File: src/rtl/assert_macros.svh
// ----------------------------------------------------------------------------
// Assertion macros
// Shared concurrent assertion forms for the compensation block.
// ----------------------------------------------------------------------------
`ifndef ASSERT_MACROS_SVH
`define ASSERT_MACROS_SVH

// Same-cycle implication, sampled on the block clock, off during reset.
`define CHK_SAME(lbl, ante, cons, msg) \
    lbl: assert property (@(posedge i_clk) disable iff (!i_rst_n) (ante) |-> (cons)) \
        else $error(msg);

// Next-cycle implication, sampled on the block clock, off during reset.
`define CHK_NEXT(lbl, ante, cons, msg) \
    lbl: assert property (@(posedge i_clk) disable iff (!i_rst_n) (ante) |=> (cons)) \
        else $error(msg);

`endif

File: src/rtl/bpc_pkg.sv
// ----------------------------------------------------------------------------
// bpc_pkg
// Types, constants and fixed-point helpers of the pressure compensation block.
// ----------------------------------------------------------------------------
package bpc_pkg;

    localparam int unsigned DIV_STAGES  = 32;
    localparam int unsigned QUEUE_DEPTH = 4;
    localparam int unsigned QPTR_W      = $clog2(QUEUE_DEPTH);
    localparam int unsigned BACK_STAGES = 1 + DIV_STAGES + 7 + DIV_STAGES + 2;

    localparam logic [31:0] C_B6_OFS   = 32'd4000;
    localparam logic [31:0] C_B4_OFS   = 32'd32768;
    localparam logic [31:0] C_B7_SCALE = 32'd50000;
    localparam logic [31:0] C_P_K1     = 32'd3038;
    localparam logic [31:0] C_P_K2     = 32'hFFFF_E343;  // -7357
    localparam logic [31:0] C_P_K3     = 32'd3791;

    typedef enum logic [2:0] {
        REG_AC1_AC2 = 3'd0,
        REG_AC3_AC4 = 3'd1,
        REG_AC5_AC6 = 3'd2,
        REG_B1_B2   = 3'd3,
        REG_MC_MD   = 3'd4,
        REG_OSS     = 3'd5
    } t_reg_idx;

    typedef struct packed {
        logic [15:0] ac1;
        logic [15:0] ac2;
        logic [15:0] ac3;
        logic [15:0] ac4;
        logic [15:0] ac5;
        logic [15:0] ac6;
        logic [15:0] b1;
        logic [15:0] b2;
        logic [15:0] mc;
        logic [15:0] md;
        logic [1:0]  oss;
    } t_coef;

    // One queued item: temperature term X1, divisor X1+MD and the raw pressure.
    typedef struct packed {
        logic [31:0] x1;
        logic [31:0] den;
        logic [18:0] up;
    } t_fq;

    typedef struct packed {
        logic        push;
        t_fq         item;
    } t_fq_wr;

    function automatic logic [31:0] sx16(input logic [15:0] v);
        return {{16{v[15]}}, v};
    endfunction

    function automatic logic [31:0] zx16(input logic [15:0] v);
        return {16'd0, v};
    endfunction

    // Product modulo 2^32; the low half does not depend on signedness.
    function automatic logic [31:0] wmul(input logic [31:0] a, input logic [31:0] b);
        logic [31:0] p;
        p = a * b;
        return p;
    endfunction

    // Signed division by 2^k that truncates toward zero.
    function automatic logic [31:0] sdiv_p2(input logic [31:0] v, input int unsigned k);
        logic [31:0] bias;
        logic [31:0] s;
        bias = v[31] ? ((32'd1 << k) - 32'd1) : 32'd0;
        s    = v + bias;
        return 32'($signed(s) >>> k);
    endfunction

    function automatic logic [15:0] clamp_t(input logic [31:0] v);
        logic [15:0] r;
        if ($signed(v) < -32'sd32768) begin
            r = 16'h8000;
        end else if ($signed(v) > 32'sd32767) begin
            r = 16'h7FFF;
        end else begin
            r = v[15:0];
        end
        return r;
    endfunction

    function automatic logic [20:0] clamp_p(input logic [31:0] v);
        logic [20:0] r;
        if ($signed(v) < -32'sd1048576) begin
            r = 21'h10_0000;
        end else if ($signed(v) > 32'sd1048575) begin
            r = 21'h0F_FFFF;
        end else begin
            r = v[20:0];
        end
        return r;
    endfunction

endpackage

File: src/rtl/bpc_queue.sv
// ----------------------------------------------------------------------------
// bpc_queue
// Short register queue between the front and the back part.
// ----------------------------------------------------------------------------
`include "assert_macros.svh"

module bpc_queue (
    input  logic           i_clk,
    input  logic           i_rst_n,
    input  bpc_pkg::t_fq_wr i_wr,
    output logic           o_full,
    input  logic           i_pop,
    output logic           o_empty,
    output bpc_pkg::t_fq   o_head
);

    bpc_pkg::t_fq                  r_mem [bpc_pkg::QUEUE_DEPTH];
    logic [bpc_pkg::QPTR_W-1:0]    r_wr;
    logic [bpc_pkg::QPTR_W-1:0]    r_rd;
    logic [bpc_pkg::QPTR_W:0]      r_cnt;
    logic [bpc_pkg::QPTR_W:0]      n_cnt;

    assign o_full  = (r_cnt == (bpc_pkg::QPTR_W+1)'(bpc_pkg::QUEUE_DEPTH));
    assign o_empty = (r_cnt == '0);
    assign o_head  = r_mem[r_rd];

    always_comb begin
        n_cnt = r_cnt;
        if (i_wr.push && !i_pop) begin
            n_cnt = r_cnt + 1'b1;
        end else if (!i_wr.push && i_pop) begin
            n_cnt = r_cnt - 1'b1;
        end
    end

    always_ff @(posedge i_clk) begin
        if (!i_rst_n) begin
            r_wr  <= '0;
            r_rd  <= '0;
            r_cnt <= '0;
        end else begin
            if (i_wr.push) begin
                r_wr <= r_wr + 1'b1;
            end
            if (i_pop) begin
                r_rd <= r_rd + 1'b1;
            end
            r_cnt <= n_cnt;
        end
    end

    always_ff @(posedge i_clk) begin
        if (i_wr.push) begin
            r_mem[r_wr] <= i_wr.item;
        end
    end

    `CHK_SAME(a_q_bound, 1'b1, r_cnt <= (bpc_pkg::QPTR_W+1)'(bpc_pkg::QUEUE_DEPTH), "queue overfilled")
    `CHK_SAME(a_q_pop, i_pop, r_cnt != '0, "pop from empty queue")
    `CHK_SAME(a_q_push, i_wr.push, !o_full, "push into full queue")

endmodule

File: config.mk
export PLATFORM = sky130hd
export DESIGN_NAME = bpc_queue
export DESIGN_NICKNAME = d
export VERILOG_FILES = /design/src/rtl/bpc_pkg.sv /design/src/rtl/bpc_queue.sv
export VERILOG_INCLUDE_DIRS = /design/src /design/src/rtl
export SDC_FILE = /design/constraint.sdc
export NUM_CORES = 1
export LEC_CHECK = 0
export BUFFER_PORTS_ARGS = -buffer_cell sky130_fd_sc_hd__buf_2
export CELL_PAD_IN_SITES_DETAIL_PLACEMENT = 0
export CELL_PAD_IN_SITES_GLOBAL_PLACEMENT = 1
export CORE_AREA = 2 2 158 160
export CTS_BUF_LIST = sky130_fd_sc_hd__clkbuf_4 sky130_fd_sc_hd__clkbuf_8
export DETAILED_ROUTE_END_ITERATION = 16
export DIE_AREA = 0 0 160 162
export GPL_TIMING_DRIVEN = 0
export HOLD_SLACK_MARGIN = 0.1
export MAX_ROUTING_LAYER = met4
export PLACE_DENSITY_LB_ADDON = 0.1
export REMOVE_ABC_BUFFERS = 1
export SLEW_MARGIN = 10
export SYNTH_ARGS = -nofsm -noshare
export SYNTH_HDL_FRONTEND = slang
export SYNTH_SLANG_ARGS = --single-unit
File: constraint.sdc
create_clock -name i_clk -period 3.5 [get_ports i_clk]
set_input_delay 0.175 -clock i_clk [delete_from_list [all_inputs] [get_ports i_clk]]
set_output_delay 0.175 -clock i_clk [all_outputs]
set_load 0.02 [all_outputs]
* Yosys cells after proc, flatten, opt, wreduce, memory -nomap -nowiden
Memories as Yosys holds them, arrays and structs flattened. A register that Yosys moved wholly into a read port is not among the register bits.
Cells that the tools add are included.
** Cells by class
- Add/sub/neg operators :: 4
- Equality and inequality tests :: 1
- Muxes and demuxes :: 6
- Reductions and logical operators :: 6
** Operator list (count)
- 3-bit two-way mux :: 2
- 2-bit by 1-bit adder with 2-bit output (second input constant) :: 2
- 2-bit two-way mux :: 2
- 3-bit by 1-bit adder with 3-bit output (second input constant) :: 1
- 3-bit equality test (second input constant) :: 1
- 3-bit zero test :: 1
- 3-bit by 1-bit subtractor with 3-bit output (second input constant) :: 1
- 1-bit logical AND :: 2
- 1-bit zero test :: 2
- 1-bit two-way mux :: 2
- 2-bit nonzero test :: 1
** Word-level totals
- Flip-flop bits (word level) :: 7
- Bits in writable memories :: 332
- Memories :: 1
** Memory list
- r_mem :: depth 4, width 83, rd ports 1, clocked after Yosys merged registers in 1, wr ports 1, line bpc_queue.sv:17 : bpc_pkg::t_fq r_mem [bpc_pkg::QUEUE_DEPTH];

* Longest topological paths before layout
Gate-level depths: netlist (run 1).
- Depth in word-level cells :: 4
- Gate-level depth with buffers :: 7

* Least setup slack after synthesis (run 1)
Ideal clock, no wire load.
- Path type :: register to register
- Start point :: register r_wr[0] in the netlist's numbering
- End point :: memory r_mem[0][0] in the netlist's numbering (enable)
- Library setup time :: 0.450 ns
- Data arrival time :: 2.471 ns
- Data required time :: 3.050 ns
- Path slack :: 0.578 ns
- Cell stages (with the launch flop) :: 4
- Buffers on the path :: 0
- Period minus slack after synthesis :: 2.922 ns
- Cells stage by stage :: dfxtp_1 inv_1 ha_1 and2_1
** RTL lines
- from (decl) :: line bpc_queue.sv:18 : logic [bpc_pkg::QPTR_W-1:0] r_wr;
- from (signal assigned) :: line bpc_queue.sv:43 : r_wr <= r_wr + 1'b1;
- to (decl) :: line bpc_queue.sv:17
No word-level cell before the write port.

==> impl_metrics.json, run 1 <==
{
  "grt_most_used_layer": "met2",
  "yosysTopAreaCell": "edfxtp_1",
  "yosys.cell_types.count": 20,
  "fin_ws_ns": 1.02,
  "start_kind": "flip-flop",
  "crit_arrival_ns": 2.31,
  "rows": 57,
  "grtUsageTotal_pct": 18.1,
  "die_w_um": 160,
  "ys.flop_type": "edfxtp_1",
  "numCtsBuffers": 54,
  "drc": 0,
  "syn_area_mm2": 0.0124,
  "postCtsSetupBuffers": 0,
  "r2r_start": "r_wr[0]$_SDFFE_PN0P_",
  "dp_cells": 961,
  "period_share_pct": 71.0,
  "status": "finished, final reports clean",
  "finalWirelength_um": 22400,
  "worstPathRequired_ns": 3.32,
  "fin_skew_ns": 0.0124,
  "synth_cells": 476,
  "final_hold_viol_count": 0,
  "combPwrFrac_pct": 11.7,
  "p_leak_nw": 5.37,
  "synthArstFlopShare_pct": 0,
  "first_pass_iters": 4,
  "place_ws_ns": 1.52,
  "ys_top_cells_by_area": "edfxtp_1, mux4_2, dfxtp_1",
  "met1_usage_pct": 22.4,
  "synth-seq-cells": 341,
  "insertion_delay_ns": 0.56,
  "grt_use_met3_pct": 4.34,
  "yosys-top-cells-count": "edfxtp_1, mux4_2, and2_1, buf_2, dfxtp_1",
  "yosys_warnings": 0,
  "syn2layout_area_growth_pct": 25.9,
  "cts.sinks": 341,
  "cts_max_path_buffers": 3,
  "max_stage_delay_ns": 0.66,
  "crit_type": "reg -> out",
  "grt_pass1_vias": 6653,
  "cts.clk_slew.worst_paths_ns": 0.06,
  "ir_drop_mv": 0.416,
  "slew_viol_final": 0,
  "drt-vias-per-instance": 5.21,
  "grt_max_degree": 48,
  "synth_edf_count": 332,
  "max_freq_mhz": 403,
  "seq_area_frac_synth_pct": 81.7,
  "pwr-share-seq_pct": 53.7,
  "antenna_cells": 0,
  "grt_pass1_wl_um": 34900,
  "crit_path_max_fanout": 36,
  "power_density_mw_per_mm2": 568,
  "p_sw_share_pct": 22.8,
  "layout.cells.non_filler": 1140,
  "drv_cap": 0,
  "hold_path.class": "in -> reg",
  "gr-total-overflow": 0,
  "route.vias.total": 5941,
  "core_area_mm2": 0.0241,
  "die_y_um": 162,
  "drt_iter0_markers": 282,
  "setup_violations": 0,
  "hold_start": "i_wr[12]",
  "use_met2_pct": 30.1,
  "synth_top_cell_area_share_pct": 80.2,
  "avgSynthCellArea_um2": 26.1,
  "cts_tree": "built",
  "fin_total_pwr_mw": 8.88,
  "dieArea_mm2": 0.0259,
  "p_clk_share_pct": 34.6,
  "slowest_stage": "dfxtp_4",
  "tightestPinTransition_ns": 0.727,
  "wl_per_cell_um": 19.6,
  "crit_chain": "buf_16 > mux4_2 > buf_2",
  "h-tree-depth": 2,
  "layout-drive-gt1-share_pct": 41.8,
  "cellInternalPower_mw": 6.85,
  "post-route-min-period_ns": 2.48,
  "rsz0062_at_grt": "false",
  "gp_congestion": 0.698,
  "nets": 873,
  "p_sw_mw": 2.03,
  "cts_root_buf": "clkbuf_8",
  "worst_setup_path_end_kind": "output pin",
  "ant_nets": 0,
  "grt_antenna_before_repair": 0,
  "start_util_pct": 51.5,
  "slew_headroom_pct": 51.5,
  "num_io_pins": 172,
  "hpwl_um": 12500,
  "port_buffers": 171,
  "synth.most_common_cell": "edfxtp_1"
}
path summary, 6_finish.rpt:
kind	endpoint	depth (start not counted)	slack (ns)
setup / recovery	o_head[18]	3	1.02
hold / removal	r_mem[2][12]$_DFFE_PP_	2	0.37
setup reg to reg	r_mem[2][38]$_DFFE_PP_	4	1.63
hold reg to reg	r_cnt[2]$_SDFFE_PN0P_	2	0.55
power by group through the flow:
stage	clock, mW	sequential, mW	combinational [mW]
floorplan	0	4.88	0.577
global placement	0	4.94	0.912
detailed placement	0	4.86	0.972
CTS	3.17	4.77	1.06
global route	3.34	4.79	1.11
finish	3.07	4.77	1.04
critical path, delay by kind of cell, from the launching register on:
kind | cells | cell delay [ns]
mux | 1 | 0.56
flops | 1 | 0.66
buf+inv | 2 | 0.51
stage by stage:
| step | utilization, % | hold WS [ns] | setup TNS (ns) | area [um^2] |
|---|---|---|---|---|
| floorplan | - | 0.274 | -73.76 | 12300 |
| global placement | 56.2 | 0.383 | -545.99 | 13500 |
| detailed placement | 57.2 | 0.390 | 0 | 13800 |
| CTS | 64.9 | 0.322 | 0 | 15600 |
| global route | 64.9 | 0.340 | 0 | 15600 |
| finish | 64.9 | 0.369 | 0 | 15600 |
final cells by class:
type,count,area (um^2)
clock buffer,69,875
clock inverter,23,116
fill,1720,8460
inverter,4,15.0
multi-input combinational,113,2130
sequential,341,10200
tap,324,405
timing repair buffer,266,1950
cells by family (layout without fill, tap and decap cells):
logic type,Yosys count,in the layout,share of synthesized area (%)
AO/OA/AOI/OAI,2,2,0.101
AND/OR/NAND/NOR,15,15,0.735
multiplexers,85,85,15.2
buffers and inverters,22,362,1.24
XOR/XNOR,5,5,0.353
flip-flops,341,341,81.7
adder cells (fa/ha/maj),6,6,0.665
cell usage in the layout (no fill, tap or decap), types with 7 or more instances in the layout:
| master | netlist | routed |
|---|---|---|
| buf_16 | 0 | 8 |
| clkbuf_8 | 0 | 57 |
| clkbuf_4 | 0 | 12 |
| mux4_2 | 83 | 83 |
| dfxtp_1 | 9 | 7 |
| edfxtp_1 | 332 | 332 |
| dlygate4sd3_1 | 0 | 87 |
| clkinv_1 | 0 | 19 |
| buf_2 | 9 | 171 |
sequential cells by signal, indices dropped and copies added, names as in the netlist, named ones only:
register	cells
r_mem	332
r_cnt	3
r_rd	2
r_wr	2
per-layer routing:
metal	vias up	wire length [um]
li1	2655	-
met1	3089	9290
met2	161	11400
met3	36	1220
met4	0	419
met5	-	0
timing repair:
action / in CTS / in global routing
resized for setup: 0 / 0
endpoints found under the setup margin: 0 / 0
hold endpoints to repair: 341 / 0
hold buffers: 87 / 0
(Power assumes the default switching activity.)
==> inputs of run 2 (changes only) <==
==> constraint.sdc (replaced) <==
create_clock -name i_clk -period 2.3 [get_ports i_clk]
set_input_delay 0.115 -clock i_clk [delete_from_list [all_inputs] [get_ports i_clk]]
set_output_delay 0.115 -clock i_clk [all_outputs]
set_load 0.02 [all_outputs]
==> run 2 against run 1 <==
Net effect:
- critical path depth unchanged
- sequential power increased by 52%
- first-iteration DRC count decreased by 2.1%
- core utilization increased by 0.39 points
- count of clock-buffer cells in the layout unchanged
- largest power group unchanged
==> impl_metrics.json, run 2 (synthesized netlist as in run 1, its figures left out) <==
{
  "status": "finished, final reports clean",
  "drc": 0,
  "p_leak_nw": 5.41,
  "drt_iter0_markers": 276,
  "layout_common_cells": "edfxtp_1, buf_2, dlygate4sd3_1",
  "ir_drop_mv": 0.633,
  "max_freq_mhz": 463,
  "route.vias.total": 6000,
  "ant_nets": 0,
  "grtUsageTotal_pct": 18.5,
  "core_area_mm2": 0.0241,
  "num_io_pins": 172,
  "die_w_um": 160,
  "power_density_mw_per_mm2": 862,
  "syn2layout_area_growth_pct": 26.7,
  "layout-drive-gt1-share_pct": 42.1,
  "whs_ns": 0.307,
  "slew_headroom_pct": 50.4,
  "crit_type": "reg -> out",
  "period_share_pct": 93.8,
  "numCtsBuffers": 54,
  "antenna_cells": 0,
  "grt_pass1_vias": 6669,
  "crit_arrival_ns": 2.04,
  "wl_per_cell_um": 20.0,
  "cts.sinks": 341,
  "grt_pass1_wl_um": 35600,
  "final_common_cell": "edfxtp_1",
  "rsz0062_at_grt": "false",
  "drt-vias-per-instance": 5.24,
  "dieArea_mm2": 0.0259,
  "fin_total_pwr_mw": 13.6,
  "grt_max_degree": 48,
  "crit_path_max_fanout": 47,
  "setup_violations": 0,
  "drv_cap": 0,
  "regMostFlops": "r_mem",
  "port_buffers": 171,
  "cts.clk_slew.worst_paths_ns": 0.06,
  "largest_register_ffs": 332,
  "worst_setup_path_end_kind": "output pin",
  "first_pass_iters": 4,
  "fin_skew_ns": 0.0132,
  "gp_congestion": 0.698,
  "cts_root_buf": "clkbuf_8",
  "die_y_um": 162,
  "start_util_pct": 51.5,
  "grt_antenna_before_repair": 0,
  "cts_max_path_buffers": 3,
  "insertion_delay_ns": 0.56,
  "rows": 57,
  "tightestPinTransition_ns": 0.744,
  "hpwl_um": 12500,
  "cts_resized": 0,
  "nets": 878,
  "slew_viol_final": 0,
  "worstPathRequired_ns": 2.18,
  "post-route-min-period_ns": 2.16,
  "start_kind": "flip-flop",
  "reg.largest.list": "r_mem: 332 flops, r_cnt: 3 flops",
  "finalWirelength_um": 22900,
  "final_hold_viol_count": 0,
  "cts_tree": "built",
  "h-tree-depth": 2,
  "gr-total-overflow": 0,
  "hold_path.class": "in -> reg"
}
[run 2: cell count changes in the layout (fill, tap and decap cells not counted)]
cell and change:
bufbuf_16 +1, buf_4 +1, buf_12 +2, buf_8 +1
[run 2: timing repair]
action	4_1_cts	5_1_grt
buffers inserted	4	0
setup endpoints to repair	83	0
hold endpoints to repair	341	0
hold buffers	87	0
[run 2: worst paths after layout]
| kind | from | cells after the start | endpoint | slack (ns) |
|---|---|---|---|---|
| hold reg to reg | r_cnt[2]$_SDFFE_PN0P_ | 2 | r_cnt[2]$_SDFFE_PN0P_ | 0.56 |
| setup reg to reg | r_wr[0]$_SDFFE_PN0P_ | 4 | r_mem[2][38]$_DFFE_PP_ | 0.41 |
| setup / recovery | flip-flop | 3 | o_head[25] | 0.14 |
| hold / removal | i_wr[12] | 2 | r_mem[2][12]$_DFFE_PP_ | 0.31 |
[run 2: where the power goes]
part           leakage (nW)  internal (mW)  switching [mW]
clock                 0.521           2.57            2.12
combinational          1.77          0.757           0.898
sequential             3.13           7.14          0.0918
[run 2: through the flow]
step	cells	util (%)	setup WS (ns)	TNS, ns	instance area [um^2]
finish	1145	65.3	0.142	0	15700
global route	1145	65.3	0.0228	0	15700
CTS	1145	65.3	0.0852	0	15700
detailed placement	961	57.2	0.378	0	13800
global placement	953	56.2	-3.76	-1039.01	13500
floorplan	458	-	-2.03	-371.73	12300
[run 2: worst max-delay path: stages, from the launching register on]
cell	delay (ns)
dfxtp_4	0.60
buf_16	0.31
mux4_2	0.36
buf_2	0.18
[run 2: area by class of cell]
cell class                 instances  area (um^2)
clock buffer                      69          875
clock inverter                    23          116
fill                            1706         8370
inverter                           4         15.0
multi-input combinational        113         2130
sequential                       341        10200
tap                              324          405
timing repair buffer             271         2040
[run 2: per-layer routing]
layer / part of all wire [%] / GRT usage [%] / vias to the layer above
li1: - / - / 2669
met1: 42 / 22.9 / 3113
met2: 51 / 30.9 / 180
met3: 5.6 / 4.42 / 38
met4: 2.1 / 5.73 / 0
met5: 0 / - / -
