`config.mk`:
```
export PLATFORM = sky130hd
export DESIGN_NAME = bpc_front
export DESIGN_NICKNAME = d
export VERILOG_FILES = /design/src/rtl/assert_macros.svh /design/src/rtl/bpc_pkg.sv /design/src/rtl/bpc_front.sv
export SDC_FILE = /design/constraint.sdc
export NUM_CORES = 1
export LEC_CHECK = 0
export BUFFER_PORTS_ARGS = -buffer_cell sky130_fd_sc_hd__buf_2
export CORE_UTILIZATION = 61
export CTS_BUF_LIST = sky130_fd_sc_hd__clkbuf_16
export CTS_CLUSTER_SIZE = 28
export DETAILED_ROUTE_END_ITERATION = 6
export PLACE_DENSITY = 0.85
export SLEW_MARGIN = 30
export SYNTH_ARGS = -nofsm -noshare
export SYNTH_HDL_FRONTEND = slang
export SYNTH_SLANG_ARGS = --single-unit
```
`constraint.sdc`:
```
create_clock -name i_clk -period 25.9 [get_ports i_clk]
set_input_delay 3.885 -clock i_clk [delete_from_list [all_inputs] [get_ports i_clk]]
set_output_delay 3.885 -clock i_clk [all_outputs]
set_load 0.01 [all_outputs]
```
`src/rtl/assert_macros.svh`:
```
// ----------------------------------------------------------------------------
// Assertion macros
// Shared concurrent assertion forms for the compensation block.
// ----------------------------------------------------------------------------
`ifndef ASSERT_MACROS_SVH
`define ASSERT_MACROS_SVH

// Same-cycle implication, sampled on the block clock, off during reset.
`define CHK_SAME(lbl, ante, cons, msg) \
    lbl: assert property (@(posedge i_clk) disable iff (!i_rst_n) (ante) |-> (cons)) \
        else $error(msg);

// Next-cycle implication, sampled on the block clock, off during reset.
`define CHK_NEXT(lbl, ante, cons, msg) \
    lbl: assert property (@(posedge i_clk) disable iff (!i_rst_n) (ante) |=> (cons)) \
        else $error(msg);

`endif

```
`src/rtl/bpc_pkg.sv`:
```
// ----------------------------------------------------------------------------
// bpc_pkg
// Types, constants and fixed-point helpers of the pressure compensation block.
// ----------------------------------------------------------------------------
package bpc_pkg;

    localparam int unsigned DIV_STAGES  = 32;
    localparam int unsigned QUEUE_DEPTH = 4;
    localparam int unsigned QPTR_W      = $clog2(QUEUE_DEPTH);
    localparam int unsigned BACK_STAGES = 1 + DIV_STAGES + 7 + DIV_STAGES + 2;

    localparam logic [31:0] C_B6_OFS   = 32'd4000;
    localparam logic [31:0] C_B4_OFS   = 32'd32768;
    localparam logic [31:0] C_B7_SCALE = 32'd50000;
    localparam logic [31:0] C_P_K1     = 32'd3038;
    localparam logic [31:0] C_P_K2     = 32'hFFFF_E343;  // -7357
    localparam logic [31:0] C_P_K3     = 32'd3791;

    typedef enum logic [2:0] {
        REG_AC1_AC2 = 3'd0,
        REG_AC3_AC4 = 3'd1,
        REG_AC5_AC6 = 3'd2,
        REG_B1_B2   = 3'd3,
        REG_MC_MD   = 3'd4,
        REG_OSS     = 3'd5
    } t_reg_idx;

    typedef struct packed {
        logic [15:0] ac1;
        logic [15:0] ac2;
        logic [15:0] ac3;
        logic [15:0] ac4;
        logic [15:0] ac5;
        logic [15:0] ac6;
        logic [15:0] b1;
        logic [15:0] b2;
        logic [15:0] mc;
        logic [15:0] md;
        logic [1:0]  oss;
    } t_coef;

    // One queued item: temperature term X1, divisor X1+MD and the raw pressure.
    typedef struct packed {
        logic [31:0] x1;
        logic [31:0] den;
        logic [18:0] up;
    } t_fq;

    typedef struct packed {
        logic        push;
        t_fq         item;
    } t_fq_wr;

    function automatic logic [31:0] sx16(input logic [15:0] v);
        return {{16{v[15]}}, v};
    endfunction

    function automatic logic [31:0] zx16(input logic [15:0] v);
        return {16'd0, v};
    endfunction

    // Product modulo 2^32; the low half does not depend on signedness.
    function automatic logic [31:0] wmul(input logic [31:0] a, input logic [31:0] b);
        logic [31:0] p;
        p = a * b;
        return p;
    endfunction

    // Signed division by 2^k that truncates toward zero.
    function automatic logic [31:0] sdiv_p2(input logic [31:0] v, input int unsigned k);
        logic [31:0] bias;
        logic [31:0] s;
        bias = v[31] ? ((32'd1 << k) - 32'd1) : 32'd0;
        s    = v + bias;
        return 32'($signed(s) >>> k);
    endfunction

    function automatic logic [15:0] clamp_t(input logic [31:0] v);
        logic [15:0] r;
        if ($signed(v) < -32'sd32768) begin
            r = 16'h8000;
        end else if ($signed(v) > 32'sd32767) begin
            r = 16'h7FFF;
        end else begin
            r = v[15:0];
        end
        return r;
    endfunction

    function automatic logic [20:0] clamp_p(input logic [31:0] v);
        logic [20:0] r;
        if ($signed(v) < -32'sd1048576) begin
            r = 21'h10_0000;
        end else if ($signed(v) > 32'sd1048575) begin
            r = 21'h0F_FFFF;
        end else begin
            r = v[20:0];
        end
        return r;
    endfunction

endpackage

```
`src/rtl/bpc_front.sv`:
```
// ----------------------------------------------------------------------------
// bpc_front
// Calibration registers, reading intake and the first temperature terms.
// ----------------------------------------------------------------------------
module bpc_front (
    input  logic             i_clk,
    input  logic             i_rst_n,
    input  logic             i_cfg_valid,
    output logic             o_cfg_ready,
    input  logic [2:0]       i_cfg_index,
    input  logic [31:0]      i_cfg_data,
    input  logic             i_s_tvalid,
    output logic             o_s_tready,
    input  logic [39:0]      i_s_tdata,   // raw_temperature[15:0], raw_pressure[34:16]
    input  logic             i_q_full,
    output bpc_pkg::t_fq_wr  o_q_wr,
    output bpc_pkg::t_coef   o_coef
);

    bpc_pkg::t_coef r_coef;
    logic           r_f_v;
    logic [31:0]    r_prod;
    logic [18:0]    r_up;
    logic [16:0]    w_diff;
    logic [33:0]    w_prod;
    logic [31:0]    w_x1;
    logic           w_take;

    assign o_cfg_ready = 1'b1;
    assign o_coef      = r_coef;

    always_ff @(posedge i_clk) begin
        if (!i_rst_n) begin
            r_coef <= '0;
        end else if (i_cfg_valid) begin
            case (i_cfg_index)
                bpc_pkg::REG_AC1_AC2: begin
                    r_coef.ac1 <= i_cfg_data[31:16];
                    r_coef.ac2 <= i_cfg_data[15:0];
                end
                bpc_pkg::REG_AC3_AC4: begin
                    r_coef.ac3 <= i_cfg_data[31:16];
                    r_coef.ac4 <= i_cfg_data[15:0];
                end
                bpc_pkg::REG_AC5_AC6: begin
                    r_coef.ac5 <= i_cfg_data[31:16];
                    r_coef.ac6 <= i_cfg_data[15:0];
                end
                bpc_pkg::REG_B1_B2: begin
                    r_coef.b1 <= i_cfg_data[31:16];
                    r_coef.b2 <= i_cfg_data[15:0];
                end
                bpc_pkg::REG_MC_MD: begin
                    r_coef.mc <= i_cfg_data[31:16];
                    r_coef.md <= i_cfg_data[15:0];
                end
                bpc_pkg::REG_OSS: begin
                    r_coef.oss <= i_cfg_data[1:0];
                end
                default: begin
                end
            endcase
        end
    end

    assign o_s_tready = !r_f_v || !i_q_full;
    assign w_take     = i_s_tvalid && o_s_tready;

    // (UT - AC6) * AC5, kept modulo 2^32.
    assign w_diff = {1'b0, i_s_tdata[15:0]} - {1'b0, r_coef.ac6};
    assign w_prod = {{17{w_diff[16]}}, w_diff} * {18'd0, r_coef.ac5};

    always_ff @(posedge i_clk) begin
        if (!i_rst_n) begin
            r_f_v <= 1'b0;
        end else if (w_take) begin
            r_f_v <= 1'b1;
        end else if (!i_q_full) begin
            r_f_v <= 1'b0;
        end
    end

    always_ff @(posedge i_clk) begin
        if (w_take) begin
            r_prod <= w_prod[31:0];
            r_up   <= i_s_tdata[34:16];
        end
    end

    assign w_x1          = bpc_pkg::sdiv_p2(r_prod, 15);
    assign o_q_wr.push   = r_f_v && !i_q_full;
    assign o_q_wr.item.x1  = w_x1;
    assign o_q_wr.item.den = w_x1 + bpc_pkg::sx16(r_coef.md);
    assign o_q_wr.item.up  = r_up;

endmodule

```
# == After elaboration in Yosys (flattened, before gate mapping) ==
# Cells that the tools add are included.
# word_totals
latchBits,0
ram_bits,0
n_memories,0
register_bits,214
romBits,0
# op_classes
n_mul,1
n_reduce_logical,12
eq_ne,6
n_bitwise,0
shift,0
n_lt_le_gt_ge,0
n_div,0
n_addsub,3
mux,3
# ops
operator,count
adder 32 x 15 -> 32 bit,1
multiplier 17 x 17 -> 32 bit,1
adder 17 x 16 -> 18 bit,1
subtractor 16 x 16 -> 17 bit,1
two-way mux 15 bit,1
AND reduction 2 bit,6
== test 3 x 2 -> 1 bit (second input constant),2
== test 3 bit (second input constant),2
== test 3 x 1 -> 1 bit (second input constant),1
logical NOT 3 bit,1
logical AND 1 bit,2
logical NOT 1 bit,2
two-way mux 1 bit,2
!= test 2 x 1 -> 1 bit (second input constant),1
logical OR 1 bit,1

# == Longest topological paths before layout ==
# Gate-level depths: netlist of run 1.
# logic_depth
ltp_word,4
ltp_mapped,36
ltp_nobuf,34

# == Worst setup path after synthesis of run 1 ==
# OpenSTA, ideal clock, no wires.
# synth_path
kind,in2reg
start,input i_s_tdata[0]
end,"register r_prod[30], data pin"
setup_slack_ps,14358
stages,34
t_arrival_ps,11284
path_buffers,1
setup_time_ps,258
required_time_ps,25642
cell_sequence,inv_1 > ha_1 > inv_1 > fa_1 > a211oi_1 > o21bai_1 > a21oi_1 > a31oi_1 > o21ai_1 > a21oi_1 > nor2_1 > xnor2_1 > clkbuf_1 > and2_1 > fa_1 > inv_1 > fa_1 > fa_1 > inv_1 > fa_1 > fa_1 > inv_1 > fa_1 > inv_1 > ha_1 > and3_4 > a221o_1 > a221o_1 > a31o_4 > o22ai_4 > o21ai_2 > a211o_1 > a21oi_2 > xnor2_1
# synth_via
elab_chain_cells,2
# synth_lines
item,line_no,text
"start, declared",bpc_front.sv:14,"input logic [39:0] i_s_tdata,"
subtractor 16 x 16 -> 17 bit,bpc_front.sv:70,"assign w_diff = {1'b0, i_s_tdata[15:0]} - {1'b0, r_coef.ac6};"
multiplier 17 x 17 -> 32 bit,bpc_front.sv:71,"assign w_prod = {{17{w_diff[16]}}, w_diff} * {18'd0, r_coef.ac5};"
via w_prod[30],bpc_front.sv:25,logic [33:0] w_prod;
"end signal, assigned",bpc_front.sv:85,r_prod <= w_prod[31:0];
"end, declared",bpc_front.sv:22,logic [31:0] r_prod;
# The timed path passes the listed nets, and every way through them passes these cells.
# A chain may end at the register's enable or synchronous reset.

# == Worst setup path after layout of run 1 ==
# Same ends and word-level chain as after synthesis.

==> metrics.txt, run 1 <==
status=completed; Slew @ Worst Pin=1026 ps; unrepaired setup endpoints after global routing=no; worst min path class=flip-flop to flip-flop; drt via density=~5.5; hold_buf cts=0; pin count of the biggest net entering global routing=90; CP max stage delay=between 500 and 600 ps; Die X=about 180 um; synth top area cells=fa_1 26%, dfxtp_1 16%, nand2_1 9.3%; Clock transition at path regs=~50 ps; final worst path period share=0.4746; Net Count, Synth=about 2700; Layout area overhead=12.70%; clk_lat worst skew=~530 ps; P per Cell Area=a little over 40 nW/um^2; Fmax achieved=just over 80 MHz; CP endpoint kind=flip-flop; post-route setup slack=13610 ps; post-route ant nets=0; drt drc=0; Placed Cells=2882; final core utilization=0.7047; H-tree level count=1; antenna violations before repair=0; register area share after synthesis=0.2405; number of flops mapped to enable cells by yosys=51; fin. max-slew vios=0; IO buf count=about 320; max_cap viols=0; Post CTS Setup Buffer Count=0; Mapped Area=19940 sq um; TritonRoute pass-1 iters=5; VDD IR max=approximately 0.042 mV; gpl congestion=roughly 0.9; Overflow after GRT=0; layout cells sized above 1=0.1627; Worst Path Arrival=about 13000 ps; highest net fanout along the worst path=16; Synth Area in Simple Gates=0.1679; adder-cell share of the synthesized area=0.3482; Site Rows=65; Setup Skew=~14 ps; cell count after synthesis=around 2200; core footprint=about 32000 sq um; Crit path top cell by count=fa_1; fraction of synthesized area in multiplexers=0; CTS Root Cell=clkbuf_16; initial drt markers=around 1100; count leader, synth=nand2_1; Fin. Hold Viols=0; vias in the first global route=about 17000; ys flop type=dfxtp_1; post-DP HPWL=between 40000 and 50000 um; critical path's slowest cell=fa_1; leakage=between 0.01 and 0.015 uW; post-synth cell types=59; Crit Path Class=primary input to flip-flop; Seq cells post-synth=~210; Chip Height=between 150 and 200 um; post-synth top area share=0.2641; Placement Setup Slack=13140 ps; XOR/XNOR share of the synthesized area=0.03904; CP Launch Type=primary input; die area=33410 sq um; via count=approximately 16000; Nets=2946; combinational family with the most area after synthesis=adder cells; I/O pin count=328; async set-or-reset flop fraction in the synthesized netlist=0; drt wl/cell=~19 um; Post-synth top cells=493 x nand2_1, 363 x inv_1, 263 x fa_1; Worst slew margin=0.3152; CTS tree=built; crit path time final=roughly 12000 ps; setup violators final=0; first-pass GRT wire length=between 80000 and 90000 um; clock tree buffer depth=3; non-filler cells, final=a little under 3000; CP required=26170 ps; Num CTS Buffers=24; post-cts resize count=0; area leader, netlist=fa_1; Compound-Gate Fraction of Synth Area=0.1054; All-Layer GR Usage=0.3287; average size of a mapped cell=between 8 and 9 sq um; Total Wirelength=approximately 55000 um; Fin Setup TNS=0 ps; CTS sink count=between 200 and 250; reg-to-reg slack, setup=roughly 17000 ps; initial core utilization=0.6254; YS warnings=0
==> metal layers <==
| metal | track usage | part of all wire | vias up |
|---|---|---|---|
| met3 | 0.06037 | 0.090 | 171 |
| li1 | - | - | 7334 |
| met2 | 0.5635 | 0.48 | 836 |
| met1 | 0.4078 | 0.38 | 7888 |
| met5 | 0 | 0 | - |
| met4 | 0.1417 | 0.051 | 0 |
==> critical path, delay by kind of cell <==
family	cells	cell delay, ps
fa+ha+maj	9	4000
compound gates	13	3410
simple gates	3	440
buf+inv	7	420
xor+xnor	2	400
==> sequential cells by signal, summed over array words and instances (netlist names) <==
signal	count
o_coef	162
r_prod	32
r_up	19
r_f_v	1
==> cells by family (layout without fill, tap and decap cells) <==
family,after synthesis,after routing
adder cells (fa/ha/maj),398,398
other,1,2
flip-flops,214,214
AND/OR/NAND/NOR,748,748
AO/OA/AOI/OAI,294,294
XOR/XNOR,88,88
buffers and inverters,493,746
==> per-stage QoR <==
step	power, uW	hold WS (ps)	instance area [sq um]
2_1_floorplan	536.0	486.5	19940
3_3_place_gp	604.4	448.5	21710
3_5_place_dp	614.9	454.6	21710
4_1_cts	927.8	462.5	22430
5_1_grt	970.2	477.1	22470
6_report	930.5	461.2	22470
==> path summary, 6_finish.rpt <==
path | startpoint | end | cells past startpoint
worst max-delay path | i_s_tdata[0] | r_prod[30]$_DFFE_PP_ | 34
worst min-delay path | o_coef[48]$_SDFFE_PN0P_ | o_coef[48]$_SDFFE_PN0P_ | 2
worst max register to register | o_coef[67]$_SDFFE_PN0P_ | r_prod[30]$_DFFE_PP_ | 31
worst min register to register | o_coef[48]$_SDFFE_PN0P_ | o_coef[48]$_SDFFE_PN0P_ | 2
==> power by group <==
group	internal, uW	total [uW]	leakage, uW	switching [uW]
Sequential	359	372	0.00183	13.1
Clock	178	316	0.000387	138
Combinational	90.4	242	0.00892	152
==> area by class of cell <==
| cell class | count | area [sq um] |
|---|---|---|
| Antenna cell | 1 | 2.502 |
| Clock buffer | 24 | 600.6 |
| Clock inverter | 18 | 117.6 |
| Fill cell | 2313 | 9413 |
| Inverter | 365 | 1370 |
| Multi-Input combinational cell | 1529 | 13290 |
| Sequential cell | 214 | 4795 |
| Tap cell | 435 | 544.3 |
| Timing Repair Buffer | 339 | 1744 |
==> placed cells by master (no fill, tap or decap), types with 3 or more instances in the layout <==
cell and count:
a21boi_0 162, buf_4 19, a21o_1 15, ha_1 130
a41oi_1 3, nand2b_1 13, inv_1 371, and3_1 7
nand2_1 492, nand4_1 5, o211ai_1 6, o21ai_0 10
nor2b_1 20, xnor2_1 54, o21ai_1 14, edfxtp_1 51
o31ai_1 4, maj3_1 5, o21a_1 12, buf_2 320
xnor2_2 7, and2_1 128, xnor2_4 3, clkbuf_16 24
dfxtp_1 163, fa_1 263, nor2_1 38, a21oi_1 40
or3_1 3, xor2_1 24, nor3_1 7, or2_2 3
nand3_1 17, clkinv_2 5, a31oi_1 5, a211oi_1 5
No activity file was read; power rests on OpenSTA's default activity.
==> run 2: changes to the inputs <==
--- a/config.mk
+++ b/config.mk
@@ -5,12 +5,13 @@
 export SDC_FILE = /design/constraint.sdc
 export NUM_CORES = 1
 export LEC_CHECK = 0
+export ABC_AREA = 1
 export BUFFER_PORTS_ARGS = -buffer_cell sky130_fd_sc_hd__buf_2
-export CORE_UTILIZATION = 61
+export CORE_UTILIZATION = 59
 export CTS_BUF_LIST = sky130_fd_sc_hd__clkbuf_16
 export CTS_CLUSTER_SIZE = 28
 export DETAILED_ROUTE_END_ITERATION = 6
-export PLACE_DENSITY = 0.85
+export PLACE_DENSITY = 0.83
 export SLEW_MARGIN = 30
 export SYNTH_ARGS = -nofsm -noshare
 export SYNTH_HDL_FRONTEND = slang
==> constraint.sdc (replaced) <==
create_clock -name i_clk -period 12.05 [get_ports i_clk]
set_input_delay 1.8075 -clock i_clk [delete_from_list [all_inputs] [get_ports i_clk]]
set_output_delay 1.8075 -clock i_clk [all_outputs]
set_load 0.01 [all_outputs]
==> metrics.txt, run 2 <==
first-pass GRT wire length=roughly 96000 um; switching share of total power=0.3973; die area=~36000 sq um; Nets=3338; post-synth top area share=0.2567; antenna violations before repair=5; Fin. Hold Viols=0; max_cap viols=0; Seq cells post-synth=214; clock tree buffer depth=3; core footprint=~34000 sq um; Slew @ Worst Pin=between 900 and 1000 ps; Post-synth top cells=517 x inv_1, 414 x nor2_1, 365 x nand2_1; CTS tree=built; CP endpoint kind=flip-flop; initial drt markers=~1600; most common cell after layout, fill and taps aside=inv_1; post-cts resize count=0; leakage=roughly 0.012 uW; YS warnings=0; Mapped Area=a little over 20000 sq um; IO buf count=between 300 and 400; hold_buf cts=0; Overflow after GRT=0; Net Count, Synth=3094; number of flops mapped to enable cells by yosys=51; Reg area=~4800 sq um; Post CTS Setup Buffer Count=0; P per Cell Area=114.4 nW/um^2; via count=approximately 19000; Clock transition at path regs=60 ps; synth top area cells=fa_1 26%, dfxtp_1 16%, inv_1 9.5%; drt drc=0; Chip Height=188.5 um; gpl congestion=slightly below 1; Multi-input gate area=13200 sq um; post-DP HPWL=between 40000 and 50000 um; setup violators final=0; vias in the first global route=18500; VDD IR max=between 0.1 and 0.15 mV; switching power=1047 uW; register area share after synthesis=0.2338; TritonRoute pass-1 iters=5; CP Launch Type=primary input; Total Wirelength=61390 um; worst min path class=flip-flop to flip-flop; RR Startpoint=o_coef[66]$_SDFFE_PN0P_; Die X=between 150 and 200 um; status=completed; Fmax achieved=~110 MHz; Worst R2R End=r_prod[28]$_DFFE_PP_; I/O pin count=roughly 330; drt wl/cell=approximately 18 um; initial core utilization=0.6056; R2R cell count=35; CTS Root Cell=clkbuf_16; final worst path period share=0.7665; clock share of power=0.285; Seq pwr share=0.320; post-route ant nets=0; Setup Skew=between 10 and 15 ps; cell count after synthesis=2621; area leader, netlist=fa_1; async set-or-reset flop fraction in the synthesized netlist=0; drt via density=between 5 and 6; Fin Setup TNS=0 ps; fin. max-slew vios=0; unrepaired setup endpoints after global routing=no; post-synth cell types=44; critical path's slowest cell=fa_1; WHS=~440 ps; reg-to-reg slack, setup=roughly 3800 ps; Worst Path Arrival=about 9500 ps; CP max stage delay=roughly 900 ps; layout cells sized above 1=0.1433; clk_lat worst skew=approximately 540 ps; Num CTS Buffers=23; most frequent cells in the layout=517 x inv_1, 412 x nor2_1, 365 x nand2_1, 320 x buf_2, 263 x fa_1; fill count=2823; P_int=roughly 1600 uW; Layout area overhead=12.37%; hold path endpoint=o_coef[60]$_SDFFE_PN0P_; pin count of the biggest net entering global routing=88; max FFs per register=162; Worst slew margin=0.3613; crit path time final=between 9000 and 10000 ps; CP required=around 12000 ps; average size of a mapped cell=between 7 and 8 sq um; count leader, synth=inv_1; CTS sink count=approximately 210; hold path startpoint=o_coef[60]$_SDFFE_PN0P_; Hold Path Depth=2; highest net fanout along the worst path=13; Site Rows=67; Crit Path Class=primary input to flip-flop; ys flop type=dfxtp_1; All-Layer GR Usage=0.3467; combinational fraction of design power=0.395; H-tree level count=1; Crit path top cell by count=inv_1
## run 2: worst max-delay path by stage
| stage | start | to | cells past startpoint |
|---|---|---|---|
| after floorplan | i_s_tdata[0] | r_prod[21]$_DFFE_PP_ | 35 |
| after global placement | i_s_tdata[0] | r_prod[31]$_DFFE_PP_ | 37 |
| after detailed placement | i_s_tdata[0] | r_prod[31]$_DFFE_PP_ | 37 |
| after CTS | i_s_tdata[0] | r_prod[31]$_DFFE_PP_ | 37 |
| after global routing | i_s_tdata[0] | r_prod[31]$_DFFE_PP_ | 37 |
| final | i_s_tdata[0] | r_prod[28]$_DFFE_PP_ | 37 |
## run 2: power groups by stage
stage	Combinational, uW	Sequential (uW)	Clock (uW)
final	1040	843	751
after global routing	1150	849	783
after CTS	1030	842	756
after detailed placement	1020	857	0
after global placement	996	855	0
after floorplan	695	854	0
## run 2: worst max-delay path, delay by kind of cell
family,cells,cell delay (ps)
adders and majority gates,8,4000
buffers and inverters,11,1040
AOI/OAI and AO/OA,1,130
and+or+nand+nor,17,2530
## run 2: routing by layer
| layer | wire length, um | up-vias | global-route usage |
|---|---|---|---|
| li1 | - | 8492 | - |
| met1 | 23040 | 8801 | 0.4168 |
| met2 | 29070 | 969 | 0.5868 |
| met3 | 5398 | 251 | 0.06649 |
| met4 | 3863 | 2 | 0.1886 |
| met5 | 13 | - | 0 |
## run 2: cells by family (layout without fill, tap and decap cells)
logic type / count (synthesis) / in the layout / synth area share
and+or+nand+nor: 934 / 934 / 0.1842
AOI/OAI and AO/OA: 380 / 380 / 0.09718
buffers and inverters: 644 / 905 / 0.1243
other: 1 / 6 / 0.0001828
DFF: 214 / 214 / 0.2338
xor gates and xnor gates: 55 / 55 / 0.02440
adders and majority gates: 393 / 393 / 0.3360
## run 2: final cells by class
cell class,instances,share of cell area
Clock inverter,18,0.008740
Clock buffer,24,0.02606
Sequential cell,214,0.2080
Timing Repair Buffer,331,0.07307
Inverter,532,0.08670
Tap cell,448,0.02432
Multi-Input combinational cell,1763,0.5725
Antenna cell,5,0.0005429
## run 2: per-stage QoR
stage                       util  worst slack (ps)  power (uW)  area, sq um  instances
after floorplan                -              3990        1550        20510       2621
after global placement    0.6562              2585        1851        22220       3288
after detailed placement  0.6562              2410        1876        22220       3288
after CTS                 0.6798              2972        2624        23020       3330
after global routing      0.6804              2411        2786        23040       3334
final                     0.6805              2813        2636        23050       3335
